==> config.mk <==
export PLATFORM = sky130hd
export DESIGN_NAME = dda_line_rasterizer_flat
export DESIGN_NICKNAME = d
export VERILOG_FILES = /design/src/rtl/dda_pkg.sv /design/src/rtl/dda_if.sv /design/src/rtl/dda_line_rasterizer.sv /design/src/rtl/dda_div.sv /design/src/rtl/dda_front.sv /design/src/rtl/dda_queue.sv /design/src/rtl/dda_back.sv /design/src/flat_wrapper.sv
export SDC_FILE = /design/constraint.sdc
export NUM_CORES = 1
export LEC_CHECK = 0
export BUFFER_PORTS_ARGS = -buffer_cell sky130_fd_sc_hd__buf_4
export CAP_MARGIN = 5
export CORE_UTILIZATION = 50
export CTS_CLUSTER_DIAMETER = 150
export DETAILED_ROUTE_END_ITERATION = 8
export PLACE_DENSITY_LB_ADDON = 0.1
export SLEW_MARGIN = 20
export SYNTH_ARGS = -nofsm -noshare
export SYNTH_HDL_FRONTEND = slang
export SYNTH_SLANG_ARGS = --single-unit
export TNS_END_PERCENT = 1
==> constraint.sdc <==
create_clock -name clk -period 6.5 [get_ports clk]
set_input_delay 0.325 -clock clk [delete_from_list [all_inputs] [get_ports clk]]
set_output_delay 0.325 -clock clk [all_outputs]
set_load 0.01 [all_outputs]
==> src/rtl/dda_pkg.sv <==
// Shared constants, command type for the DDA line rasteriser.
`default_nettype none

package dda_pkg;

  localparam int COORD_W   = 12;
  localparam int COLOR_W   = 24;
  localparam int MAX_STEPS = 63;
  localparam int FRAC_BITS = 16;

  localparam int CNT_W     = $clog2(MAX_STEPS + 1);
  localparam int NUM_W     = COORD_W + FRAC_BITS;
  localparam int QUO_W     = FRAC_BITS + 1;
  localparam int INC_W     = FRAC_BITS + 2;
  localparam int ACC_W     = COORD_W + FRAC_BITS + 2;
  localparam int DIV_CNT_W = $clog2(QUO_W);

  localparam int QDEPTH    = 2;
  localparam int QPTR_W    = (QDEPTH > 1) ? $clog2(QDEPTH) : 1;
  localparam int QCNT_W    = $clog2(QDEPTH + 1);

  typedef struct packed {
    logic signed [COORD_W-1:0] start_x;
    logic signed [COORD_W-1:0] start_y;
    logic signed [INC_W-1:0]   inc_x;
    logic signed [INC_W-1:0]   inc_y;
    logic [CNT_W-1:0]          last_idx;
    logic                      cut;
    logic [COLOR_W-1:0]        color;
  } dda_cmd_t;

endpackage

`default_nettype wire

==> src/rtl/dda_if.sv <==
// Valid/ready channel interfaces for line requests and pixels.
`default_nettype none

interface dda_in_if import dda_pkg::*; ();
  logic                      valid;
  logic                      ready;
  logic signed [COORD_W-1:0] start_x;
  logic signed [COORD_W-1:0] start_y;
  logic signed [COORD_W-1:0] end_x;
  logic signed [COORD_W-1:0] end_y;
  logic [COLOR_W-1:0]        line_color;

  modport source (output valid, start_x, start_y, end_x, end_y, line_color, input ready);
  modport sink   (input valid, start_x, start_y, end_x, end_y, line_color, output ready);
endinterface

interface dda_out_if import dda_pkg::*; ();
  logic                      valid;
  logic                      ready;
  logic signed [COORD_W-1:0] pixel_x;
  logic signed [COORD_W-1:0] pixel_y;
  logic [COLOR_W-1:0]        pixel_color;
  logic                      last_pixel;
  logic                      was_truncated;

  modport source (output valid, pixel_x, pixel_y, pixel_color, last_pixel, was_truncated,
                  input ready);
  modport sink   (input valid, pixel_x, pixel_y, pixel_color, last_pixel, was_truncated,
                  output ready);
endinterface

`default_nettype wire

==> src/rtl/dda_line_rasterizer.sv <==
// A zero-length line skips the divide in the front end.
// The front end holds one line at a time and runs two dividers in parallel; the back end
// emits one pixel per cycle unless stalled, plus a load step per line, up to 64 pixels.
// A two-entry command queue lets the next divide overlap the current burst.
// Reset: synchronous, active low; clears all control state, queue empty, no pixel pending.
`default_nettype none

module dda_line_rasterizer import dda_pkg::*; (
  input  wire logic  clk,
  input  wire logic  rst_n,
  dda_in_if.sink     in_line,
  dda_out_if.source  out_pixel
);

  logic     f_valid, f_ready, b_valid, b_ready;
  dda_cmd_t f_cmd, b_cmd;

  dda_front u_front (
    .clk       (clk),
    .rst_n     (rst_n),
    .in_line   (in_line),
    .cmd_valid (f_valid),
    .cmd_ready (f_ready),
    .cmd       (f_cmd)
  );

  dda_queue u_queue (
    .clk        (clk),
    .rst_n      (rst_n),
    .push_valid (f_valid),
    .push_ready (f_ready),
    .push_cmd   (f_cmd),
    .pop_valid  (b_valid),
    .pop_ready  (b_ready),
    .pop_cmd    (b_cmd)
  );

  dda_back u_back (
    .clk       (clk),
    .rst_n     (rst_n),
    .cmd_valid (b_valid),
    .cmd_ready (b_ready),
    .cmd       (b_cmd),
    .out_pixel (out_pixel)
  );

endmodule

`default_nettype wire

==> src/rtl/dda_div.sv <==
// Radix-2 restoring divider, one quotient bit per cycle.
`default_nettype none

module dda_div import dda_pkg::*; (
  input  wire logic               clk,
  input  wire logic               rst_n,
  input  wire logic               start,
  input  wire logic [NUM_W-1:0]   num,
  input  wire logic [COORD_W-1:0] den,
  output logic                    done,
  output logic [QUO_W-1:0]        quo
);

  logic                 busy_r;
  logic                 done_r;
  logic [DIV_CNT_W-1:0] cnt_r;
  logic [COORD_W-1:0]   rem_r;
  logic [QUO_W-1:0]     lo_r;
  logic [COORD_W-1:0]   den_r;

  logic [COORD_W:0]     trial;
  logic [COORD_W:0]     diff;
  logic                 ge;
  logic [COORD_W-1:0]   rem_nxt;

  // Quotient fits QUO_W bits, so the upper numerator bits already sit below the divisor.
  assign trial   = {rem_r, lo_r[QUO_W-1]};
  assign diff    = trial - {1'b0, den_r};
  assign ge      = (trial >= {1'b0, den_r});
  assign rem_nxt = ge ? diff[COORD_W-1:0] : trial[COORD_W-1:0];

  always_ff @(posedge clk) begin
    if (!rst_n) begin
      busy_r <= 1'b0;
      done_r <= 1'b0;
      cnt_r  <= '0;
    end else begin
      done_r <= 1'b0;
      if (start) begin
        busy_r <= 1'b1;
        cnt_r  <= '0;
        rem_r  <= {1'b0, num[NUM_W-1:QUO_W]};
        lo_r   <= num[QUO_W-1:0];
        den_r  <= den;
      end else if (busy_r) begin
        rem_r <= rem_nxt;
        lo_r  <= {lo_r[QUO_W-2:0], ge};
        cnt_r <= cnt_r + 1'b1;
        if (cnt_r == DIV_CNT_W'(QUO_W - 1)) begin
          busy_r <= 1'b0;
          done_r <= 1'b1;
        end
      end
    end
  end

  assign done = done_r;
  assign quo  = lo_r;

endmodule

`default_nettype wire

==> src/rtl/dda_front.sv <==
// Front end: takes line requests, works out steps and fixed-point increments.
`default_nettype none

module dda_front import dda_pkg::*; (
  input  wire logic clk,
  input  wire logic rst_n,
  dda_in_if.sink    in_line,
  output logic      cmd_valid,
  input  wire logic cmd_ready,
  output dda_cmd_t  cmd
);

  typedef enum logic [2:0] {F_IDLE, F_CLASS, F_START, F_WAIT, F_PUSH} fstate_t;

  fstate_t                   state_r;
  logic signed [COORD_W-1:0] sx_r, sy_r, ex_r, ey_r;
  logic [COLOR_W-1:0]        color_r;
  logic [COORD_W-1:0]        absx_r, absy_r, steps_r;
  logic                      negx_r, negy_r, cut_r;
  logic [CNT_W-1:0]          last_r;
  logic                      div_start_r;

  logic signed [COORD_W:0]   dx, dy;
  logic [COORD_W:0]          negdx, negdy;
  logic [COORD_W-1:0]        absx, absy, steps;
  logic [NUM_W-1:0]          num_x, num_y;
  logic                      done_x, done_y;
  logic [QUO_W-1:0]          quo_x, quo_y;
  logic [INC_W-1:0]          mag_x, mag_y;

  assign dx    = {ex_r[COORD_W-1], ex_r} - {sx_r[COORD_W-1], sx_r};
  assign dy    = {ey_r[COORD_W-1], ey_r} - {sy_r[COORD_W-1], sy_r};
  assign negdx = -dx;
  assign negdy = -dy;
  assign absx  = dx[COORD_W] ? negdx[COORD_W-1:0] : dx[COORD_W-1:0];
  assign absy  = dy[COORD_W] ? negdy[COORD_W-1:0] : dy[COORD_W-1:0];
  assign steps = (absx > absy) ? absx : absy;

  // Add half the divisor so the quotient rounds to nearest, ties away from zero.
  assign num_x = {absx_r, {FRAC_BITS{1'b0}}} + NUM_W'(steps_r >> 1);
  assign num_y = {absy_r, {FRAC_BITS{1'b0}}} + NUM_W'(steps_r >> 1);

  dda_div u_div_x (
    .clk   (clk),
    .rst_n (rst_n),
    .start (div_start_r),
    .num   (num_x),
    .den   (steps_r),
    .done  (done_x),
    .quo   (quo_x)
  );

  dda_div u_div_y (
    .clk   (clk),
    .rst_n (rst_n),
    .start (div_start_r),
    .num   (num_y),
    .den   (steps_r),
    .done  (done_y),
    .quo   (quo_y)
  );

  always_ff @(posedge clk) begin
    if (!rst_n) begin
      state_r     <= F_IDLE;
      div_start_r <= 1'b0;
    end else begin
      div_start_r <= 1'b0;
      case (state_r)
        F_IDLE: begin
          if (in_line.valid) begin
            sx_r    <= in_line.start_x;
            sy_r    <= in_line.start_y;
            ex_r    <= in_line.end_x;
            ey_r    <= in_line.end_y;
            color_r <= in_line.line_color;
            state_r <= F_CLASS;
          end
        end
        F_CLASS: begin
          absx_r  <= absx;
          absy_r  <= absy;
          negx_r  <= dx[COORD_W];
          negy_r  <= dy[COORD_W];
          steps_r <= steps;
          cut_r   <= (steps > COORD_W'(MAX_STEPS));
          last_r  <= (steps > COORD_W'(MAX_STEPS)) ? CNT_W'(MAX_STEPS) : steps[CNT_W-1:0];
          state_r <= F_START;
        end
        F_START: begin
          // Skip the divide for a zero-length line.
          if (steps_r == '0) begin
            state_r <= F_PUSH;
          end else begin
            div_start_r <= 1'b1;
            state_r     <= F_WAIT;
          end
        end
        F_WAIT: begin
          if (done_x && done_y) begin
            state_r <= F_PUSH;
          end
        end
        F_PUSH: begin
          if (cmd_ready) begin
            state_r <= F_IDLE;
          end
        end
        default: state_r <= F_IDLE;
      endcase
    end
  end

  assign mag_x = (steps_r == '0) ? '0 : {1'b0, quo_x};
  assign mag_y = (steps_r == '0) ? '0 : {1'b0, quo_y};

  assign in_line.ready = (state_r == F_IDLE);
  assign cmd_valid     = (state_r == F_PUSH);

  always_comb begin
    cmd.start_x  = sx_r;
    cmd.start_y  = sy_r;
    cmd.inc_x    = negx_r ? -mag_x : mag_x;
    cmd.inc_y    = negy_r ? -mag_y : mag_y;
    cmd.last_idx = last_r;
    cmd.cut      = cut_r;
    cmd.color    = color_r;
  end

endmodule

`default_nettype wire

==> src/rtl/dda_queue.sv <==
// Short command queue between front and back ends.
`default_nettype none

module dda_queue import dda_pkg::*; (
  input  wire logic     clk,
  input  wire logic     rst_n,
  input  wire logic     push_valid,
  output logic          push_ready,
  input  wire dda_cmd_t push_cmd,
  output logic          pop_valid,
  input  wire logic     pop_ready,
  output dda_cmd_t      pop_cmd
);

  dda_cmd_t            mem_r [QDEPTH];
  logic [QPTR_W-1:0]   wr_ptr_r, rd_ptr_r;
  logic [QCNT_W-1:0]   cnt_r;
  logic                do_push, do_pop;

  assign push_ready = (cnt_r != QCNT_W'(QDEPTH));
  assign pop_valid  = (cnt_r != '0);
  assign pop_cmd    = mem_r[rd_ptr_r];
  assign do_push    = push_valid && push_ready;
  assign do_pop     = pop_valid && pop_ready;

  always_ff @(posedge clk) begin
    if (!rst_n) begin
      wr_ptr_r <= '0;
      rd_ptr_r <= '0;
      cnt_r    <= '0;
    end else begin
      if (do_push) begin
        mem_r[wr_ptr_r] <= push_cmd;
        wr_ptr_r <= (wr_ptr_r == QPTR_W'(QDEPTH - 1)) ? '0 : wr_ptr_r + 1'b1;
      end
      if (do_pop) begin
        rd_ptr_r <= (rd_ptr_r == QPTR_W'(QDEPTH - 1)) ? '0 : rd_ptr_r + 1'b1;
      end
      if (do_push && !do_pop) begin
        cnt_r <= cnt_r + 1'b1;
      end else if (do_pop && !do_push) begin
        cnt_r <= cnt_r - 1'b1;
      end
    end
  end

endmodule

`default_nettype wire

==> src/rtl/dda_back.sv <==
// Back end: steps the fixed-point position and emits one pixel per cycle while the pixel output is not stalled.
`default_nettype none

module dda_back import dda_pkg::*; (
  input  wire logic     clk,
  input  wire logic     rst_n,
  input  wire logic     cmd_valid,
  output logic          cmd_ready,
  input  wire dda_cmd_t cmd,
  dda_out_if.source     out_pixel
);

  logic                      busy_r;
  logic signed [ACC_W-1:0]   acc_x_r, acc_y_r, inc_x_r, inc_y_r;
  logic [CNT_W-1:0]          left_r;
  logic                      cut_r;
  logic [COLOR_W-1:0]        color_r;

  logic                      ov_r;
  logic signed [COORD_W-1:0] px_r, py_r;
  logic [COLOR_W-1:0]        pc_r;
  logic                      last_r, trunc_r;

  logic                      emit;
  logic                      final_px;

  // Integer part of a fixed-point value, rounded toward zero.
  function automatic logic [COORD_W-1:0] to_int(input logic signed [ACC_W-1:0] a);
    logic [ACC_W-FRAC_BITS-1:0] ip;
    ip = a[ACC_W-1:FRAC_BITS];
    if (a[ACC_W-1] && (|a[FRAC_BITS-1:0])) begin
      ip = ip + 1'b1;
    end
    return ip[COORD_W-1:0];
  endfunction

  assign cmd_ready = !busy_r;
  assign emit      = busy_r && (!ov_r || out_pixel.ready);
  assign final_px  = (left_r == '0);

  always_ff @(posedge clk) begin
    if (!rst_n) begin
      busy_r <= 1'b0;
      ov_r   <= 1'b0;
    end else begin
      if (cmd_valid && !busy_r) begin
        busy_r  <= 1'b1;
        acc_x_r <= {{2{cmd.start_x[COORD_W-1]}}, cmd.start_x, {FRAC_BITS{1'b0}}};
        acc_y_r <= {{2{cmd.start_y[COORD_W-1]}}, cmd.start_y, {FRAC_BITS{1'b0}}};
        inc_x_r <= {{(ACC_W-INC_W){cmd.inc_x[INC_W-1]}}, cmd.inc_x};
        inc_y_r <= {{(ACC_W-INC_W){cmd.inc_y[INC_W-1]}}, cmd.inc_y};
        left_r  <= cmd.last_idx;
        cut_r   <= cmd.cut;
        color_r <= cmd.color;
      end
      if (emit) begin
        ov_r    <= 1'b1;
        px_r    <= to_int(acc_x_r);
        py_r    <= to_int(acc_y_r);
        pc_r    <= color_r;
        last_r  <= final_px;
        trunc_r <= final_px && cut_r;
        acc_x_r <= acc_x_r + inc_x_r;
        acc_y_r <= acc_y_r + inc_y_r;
        if (final_px) begin
          busy_r <= 1'b0;
        end else begin
          left_r <= left_r - 1'b1;
        end
      end else if (out_pixel.ready) begin
        ov_r <= 1'b0;
      end
    end
  end

  assign out_pixel.valid         = ov_r;
  assign out_pixel.pixel_x       = px_r;
  assign out_pixel.pixel_y       = py_r;
  assign out_pixel.pixel_color   = pc_r;
  assign out_pixel.last_pixel    = last_r;
  assign out_pixel.was_truncated = trunc_r;

endmodule

`default_nettype wire

==> src/flat_wrapper.sv <==
// flat-port wrapper written by rule: the top's interface ports become plain ports
module dda_line_rasterizer_flat import dda_pkg::*;
  (clk, rst_n, in_line_valid, in_line_start_x, in_line_start_y, in_line_end_x, in_line_end_y, in_line_line_color, in_line_ready, out_pixel_valid, out_pixel_pixel_x, out_pixel_pixel_y, out_pixel_pixel_color, out_pixel_last_pixel, out_pixel_was_truncated, out_pixel_ready);
  dda_in_if in_line_i ();
  dda_out_if out_pixel_i ();
  input  wire logic clk;
  input  wire logic rst_n;
  input wire logic [$bits(in_line_i.valid)-1:0] in_line_valid;
  input wire logic [$bits(in_line_i.start_x)-1:0] in_line_start_x;
  input wire logic [$bits(in_line_i.start_y)-1:0] in_line_start_y;
  input wire logic [$bits(in_line_i.end_x)-1:0] in_line_end_x;
  input wire logic [$bits(in_line_i.end_y)-1:0] in_line_end_y;
  input wire logic [$bits(in_line_i.line_color)-1:0] in_line_line_color;
  output wire logic [$bits(in_line_i.ready)-1:0] in_line_ready;
  output wire logic [$bits(out_pixel_i.valid)-1:0] out_pixel_valid;
  output wire logic [$bits(out_pixel_i.pixel_x)-1:0] out_pixel_pixel_x;
  output wire logic [$bits(out_pixel_i.pixel_y)-1:0] out_pixel_pixel_y;
  output wire logic [$bits(out_pixel_i.pixel_color)-1:0] out_pixel_pixel_color;
  output wire logic [$bits(out_pixel_i.last_pixel)-1:0] out_pixel_last_pixel;
  output wire logic [$bits(out_pixel_i.was_truncated)-1:0] out_pixel_was_truncated;
  input wire logic [$bits(out_pixel_i.ready)-1:0] out_pixel_ready;
  assign in_line_i.valid = in_line_valid;
  assign in_line_i.start_x = in_line_start_x;
  assign in_line_i.start_y = in_line_start_y;
  assign in_line_i.end_x = in_line_end_x;
  assign in_line_i.end_y = in_line_end_y;
  assign in_line_i.line_color = in_line_line_color;
  assign in_line_ready = in_line_i.ready;
  assign out_pixel_valid = out_pixel_i.valid;
  assign out_pixel_pixel_x = out_pixel_i.pixel_x;
  assign out_pixel_pixel_y = out_pixel_i.pixel_y;
  assign out_pixel_pixel_color = out_pixel_i.pixel_color;
  assign out_pixel_last_pixel = out_pixel_i.last_pixel;
  assign out_pixel_was_truncated = out_pixel_i.was_truncated;
  assign out_pixel_i.ready = out_pixel_ready;
  dda_line_rasterizer u_core (.clk(clk), .rst_n(rst_n), .in_line(in_line_i), .out_pixel(out_pixel_i));
endmodule
=== Yosys cells after proc, flatten, opt, wreduce, memory -nomap -nowiden ===
Memory sizes are Yosys's and may differ from the RTL's. A register that Yosys moved wholly into a read port is not among the register bits.
Index checks and enable logic that the tools add are counted.

* Bitwise gates (word level): 3
* Magnitude comparators: 4
* Mux-type cells: 54
* Reductions and logical operators: 38
* Eq/ne operators: 10
* $add $sub $neg: 21

{| class="wikitable"
|+ Operators by type and width
! operator !! number
|-
| $mux W30 || 4
|-
| $mux W12 || 9
|-
| $mux W17 || 6
|-
| $add A30 B18 Y30 || 2
|-
| $add A28 B11 Y28 || 2
|-
| $mux W18 || 2
|-
| $neg A17 Y18 || 2
|-
| $reduce_or A16 Y1 || 2
|-
| $ge A13 B12 Y1 || 2
|-
| $sub A12 B12 Y13 || 2
|-
| $add A12 B1 Y12 const B || 2
|-
| $neg A12 Y12 || 2
|-
| $sub A12 B12 Y12 || 2
|-
| $mux W11 || 2
|-
| $mux W1 || 21
|-
| $mux W6 || 3
|-
| $reduce_and A2 Y1 || 8
|-
| $pmux W3 S5 || 1
|-
| $gt A12 B12 Y1 || 1
|-
| $gt A12 B6 Y1 const B || 1
|-
| $logic_not A12 Y1 || 1
|-
| $mux W3 || 4
|-
| $reduce_bool A2 Y1 || 6
|-
| $add A5 B1 Y5 const B || 2
|-
| 20 further kinds || 41
|}

* Memories kept: 1
* Output and inout bits: 52
* RAM bits: 182
* Flip-flop bits (word level): 388
* Logic and storage cells: 175
* Input port bits: 76

{| class="wikitable"
|+ Memories
! memory !! depth !! width !! read ports !! clocked after Yosys merged registers in !! write ports !! line !! text
|-
| u_core.u_queue.mem_r || 2 || 91 || 1 || 1 || 1 || dda_queue.sv:15 || <nowiki>dda_cmd_t mem_r [QDEPTH];</nowiki>
|}

=== Depth between registers and ports, before layout ===
* Word-level depth: 6
* Gate-level depth with buffers: 22
* Depth with buffers taken out: 21

=== Cells and area by module ===
Synthesis repeated with hierarchy kept, for this count alone.

* Cells, all modules: 2206
* Area, all modules: 28660.0 sq um

{| class="wikitable"
|+ By module, submodules not included
! module !! area an instance (sq um) !! sequential area each (sq um) !! cells an instance !! times used
|-
| dda_back || 9530.4 || 5355.1 || 815 || 1
|-
| dda_front || 6985.4 || 3593.4 || 639 || 1
|-
| dda_queue || 6801.5 || 5565.3 || 310 || 1
|-
| dda_div || 2671.3 || 1371.3 || 221 || 2
|}

=== Worst setup path after synthesis ===
OpenSTA, ideal clock, no wires.

* Kind: register -> register
* Start point: register u_core.u_front.state_r[0]
* End point: register u_core.u_front.absx_r[0] (enable)
* Path slack: 0.627 ns
* Library setup time: 0.576 ns
* Required time: 5.924 ns
* Clock period less this slack: 5.873 ns
* Cell stages (with the launch flop): 3
* Arrival time: 5.298 ns
* Buffers on the path: 1
* Cell sequence: dfxtp_1 -> clkbuf_1 -> nor4b_1

* Longest elaborated chain between the ends: 2

{| class="wikitable"
|+ RTL lines
! element !! line !! text
|-
| start, declared || dda_front.sv:15 || <nowiki>fstate_t state_r;</nowiki>
|-
| start signal, assigned || dda_front.sv:65 || <nowiki>state_r <= F_IDLE;</nowiki>
|-
| start signal, assigned || dda_front.sv:77 || <nowiki>state_r <= F_CLASS;</nowiki>
|-
| start signal, assigned || dda_front.sv:88 || <nowiki>state_r <= F_START;</nowiki>
|-
| $eq A3 B1 Y1 || dda_front.sv:69 || <nowiki>case (state_r)</nowiki>
|-
| $reduce_and A2 Y1 (no source line) || -- ||
|-
| end signal, assigned || dda_front.sv:81 || <nowiki>absx_r <= absx;</nowiki>
|-
| end, declared || dda_front.sv:18 || <nowiki>logic [COORD_W-1:0] absx_r, absy_r, steps_r;</nowiki>
|}

Every way passes these cells.
A chain may end at the register's enable or synchronous reset.

=== Worst setup path after layout ===
* Start point: register u_core.u_front.sy_r[0]
* End point: register u_core.u_front.steps_r[9], data pin

* Elaborated cells between the ends (all ways): 5
* Those cells by class: add/sub: 2; order compare: 1; mux: 2

{| class="wikitable"
|+ RTL lines
! element !! line !! text
|-
| start, declared || dda_front.sv:16 || <nowiki>logic signed [COORD_W-1:0] sx_r, sy_r, ex_r, ey_r;</nowiki>
|-
| start signal, assigned || dda_front.sv:73 || <nowiki>sy_r <= in_line.start_y;</nowiki>
|-
| $sub A12 B12 Y13 * || dda_front.sv:32 || <nowiki>assign dy = {ey_r[COORD_W-1], ey_r} - {sy_r[COORD_W-1], sy_r};</nowiki>
|-
| named net u_core.u_front.dy[12] || dda_front.sv:23 || <nowiki>logic signed [COORD_W:0] dx, dy;</nowiki>
|-
| $mux W12 * || dda_front.sv:36 || <nowiki>assign absy = dy[COORD_W] ? negdy[COORD_W-1:0] : dy[COORD_W-1:0];</nowiki>
|-
| $gt A12 B12 Y1 || dda_front.sv:37 || <nowiki>assign steps = (absx > absy) ? absx : absy;</nowiki>
|-
| $mux W12 * || dda_front.sv:37 ||
|-
| named net u_core.u_front.steps[9] || dda_front.sv:25 || <nowiki>logic [COORD_W-1:0] absx, absy, steps;</nowiki>
|-
| end signal, assigned || dda_front.sv:85 || <nowiki>steps_r <= steps;</nowiki>
|-
| end, declared || dda_front.sv:18 ||
|}

Mark *: on every way through the listed nets, which the timed path passes. The rest lies on a longest branch.

==> out/metrics.cfg <==
[synthesis]
yosysSeqAreaShare = 0.6173
yosysMostFrequentCell = edfxtp_1
post-synth-top-area-cell = edfxtp_1
synth_top_area_share = 0.5990
ys_top_cells_by_count = edfxtp_1, nor2_1, nand2_1, ha_1, inv_1
syn_area_per_cell_sq_um = 12.90
yosysWarnings = 0
ys_ff_latch = 571
synth_edf_count = 546
ys_types = 76
synth.area.top_cells = edfxtp_1, ha_1, mux2_2
synth_nets = 2334
ys_async_sr_fraction = 0
ys.flop_type = edfxtp_1
synthCells = 2122
syn_area_sq_mm = 0.02737

[cells_and_area]
drive_gt1_frac = 0.1463
area_growth_pct = 16.19
nets = 2546
stdcell_count = 3077
fillers = 4264
fin_util = 0.5898

[drt]
ant_nets = 0
dr_total_vias = 17217
drtPass1Iterations = 5
wl_per_cell_microns = 19.38
drc = 0
routed_wirelength_microns = 59650
drt_iter0_drc = 1224
viasPerCell = 5.595

[global_route]
grt_use_total = 0.2162
grt_pass1_wl_microns = 94210
antenna_found_initial = 2
overflow = 0
grt_pass1_vias = 17216
grt_max_degree = 77

[job]
cap_violations = 0

[sta]
hold_viol = 0
layout_setup_ws_ps = 1101
worst_pin_slew_ps = 1000
setup_viol = 0
fin_worst_skew_ps = 25.88
grt_setup_unrepaired = false
fin_setup_tns_ps = 0
slew_violations = 0
fin_crit_sh = 0.8306
maxSlewHeadroom = 0.3332
period_needed_ps = 5399
fmaxAchievable_mhz = 185.2

[floorplanning]
core_sq_mm = 0.05392
die_x_microns = 236.0
die_area_sq_mm = 0.05568
die_h_microns = 236.0
std_cell_rows = 85
start_util = 0.5076
io_pins = 128

[clock_network]
cts_buffer_depth = 3
cts_tree = built
cts.root.buffer_cell = clkbuf_16
cts-resized-gates = 0
clk_pin_slew_worst_paths_ps = 60
clock_latency_ps = 620
ctsHoldBuffers = 72
h-tree-depth = 2
post_cts_buffers = 0
cts_made_buffers = 59
clkSinkCount = 571

[run_status]
status = complete, no violations

[worst_setup_path]
crit_path_start_kind = flip-flop
rrSetupSlack_ps = 1100
worst_setup_path_end_kind = flip-flop
critPathArrivalTime_ps = 5770
path_max_fanout = 12
critPathMaxStageDelay_ps = 570
crit_path_cell_trace = ha_1, fa_1, nand2b_1, a21oi_1, o2111a_1, o31a_1, o31a_1, clkinv_1, nand2_1, xor2_1, ha_1, a21o_1, a21o_1, a21oi_1, o221ai_1, o2bb2ai_1, nand2_1, mux2_2
crit_path_top_delay_cell = nand2_1
crit_type = flip-flop to flip-flop
cp_data_required_time_ps = 6870

[placed_design]
dpl.cell_count = 2897
gp_congestion = 0.8753
dp_slack_ps = 1154
dp_hpwl_microns = 40950
io_buffer_count = 127

[hold_path]
hold_path.class = input pin to flip-flop

[power]
ir_drop_v = 0.0002502
power.leakage_nw = 11.86
power_density_mw_per_mm2 = 407.9

## power by group
group	internal [mW]	total [mW]	switching (mW)
sequential	4.97	5.41	0.438
clock	2.02	3.41	1.40
combinational	1.71	4.15	2.44
## per-layer routing
metal / global-route usage / vias up / share of wire
li1: - / 8342 / -
met3: 0.03148 / 101 / 0.040
met1: 0.2981 / 8406 / 0.46
met2: 0.3573 / 368 / 0.47
met5: 0 / - / 0
met4: 0.05981 / 0 / 0.024
## through the flow
step                hold WS [ps]  cell area, sq um  power, mW
floorplan                  400.3             27370      8.453
global placement           401.1             29130      9.473
detailed placement         404.5             29130      9.564
CTS                        20.63             31800      13.05
global route               40.86             31800      13.72
finish                     55.38             31800      12.97
## worst paths after layout
| path | start | to | depth (start not counted) |
|---|---|---|---|
| setup / recovery | u_core.u_front.sy_r[0] | u_core.u_front.steps_r[9] | 18 |
| hold / removal | rst_n | u_core.u_back.left_r[1] | 1 |
| setup reg to reg | u_core.u_front.sy_r[0] | u_core.u_front.steps_r[9] | 18 |
| hold reg to reg | u_core.u_back.color_r[11] | u_core.u_back.out_pixel.pixel_color[11] | 0 |
## cells by family (layout without fill, tap and decap cells)
logic type,after synthesis,after routing,synth area share
compound gates,412,412,0.09951
xor+xnor,150,150,0.04868
fa+ha+maj,136,136,0.06381
buf+inv,191,448,0.02674
flops,571,571,0.6173
mux,117,117,0.04621
other cells,0,2,0
simple gates,545,545,0.09778
## cell type report
class	instances	area (sq um)	area share
flip-flops and latches	571	16900	0.5314
multi-input cells	1360	9798	0.3081
repair buffers	218	1817	0.05712
clock buffers	69	1556	0.04894
well taps	696	870.8	0.02738
inverters	124	465.4	0.01463
clock inverters	37	390.4	0.01227
diodes	2	5.005	0.0001574
## worst max-delay path: cells and delay by family, from the launching register on
family,cells,cell delay (ps)
fa+ha+maj,3,980
buf+inv,1,270
xor+xnor,1,390
mux,1,410
flops,1,420
compound gates,9,1800
simple gates,3,890
## cell usage in the layout, fill, tap and decap left out, drive strengths merged, types with 69 or more instances in the layout
cell,synthesis,routed
mux2,75,75
a21oi,100,100
xnor2,76,76
inv,123,123
buf,11,146
xor2,74,74
o21ai,114,114
nand2,141,141
clkbuf,56,69
dlygate4sd3,0,72
edfxtp,546,546
nor2,146,146
ha,130,130
## flip-flops by register name (all words and copies together), names as in the netlist, 17 cells and up, named ones only
register,flops
u_core.u_front.color_r,24
u_core.u_back.acc_y_r,30
u_core.u_back.acc_x_r,30
u_core.u_front.u_div_x.quo,17
u_core.u_back.inc_x_r,18
u_core.u_back.color_r,24
u_core.u_back.out_pixel.pixel_color,24
u_core.u_back.inc_y_r,18
u_core.u_front.u_div_y.quo,17
u_core.u_queue.mem_r,182
Power figures use the tool's default switching activity.
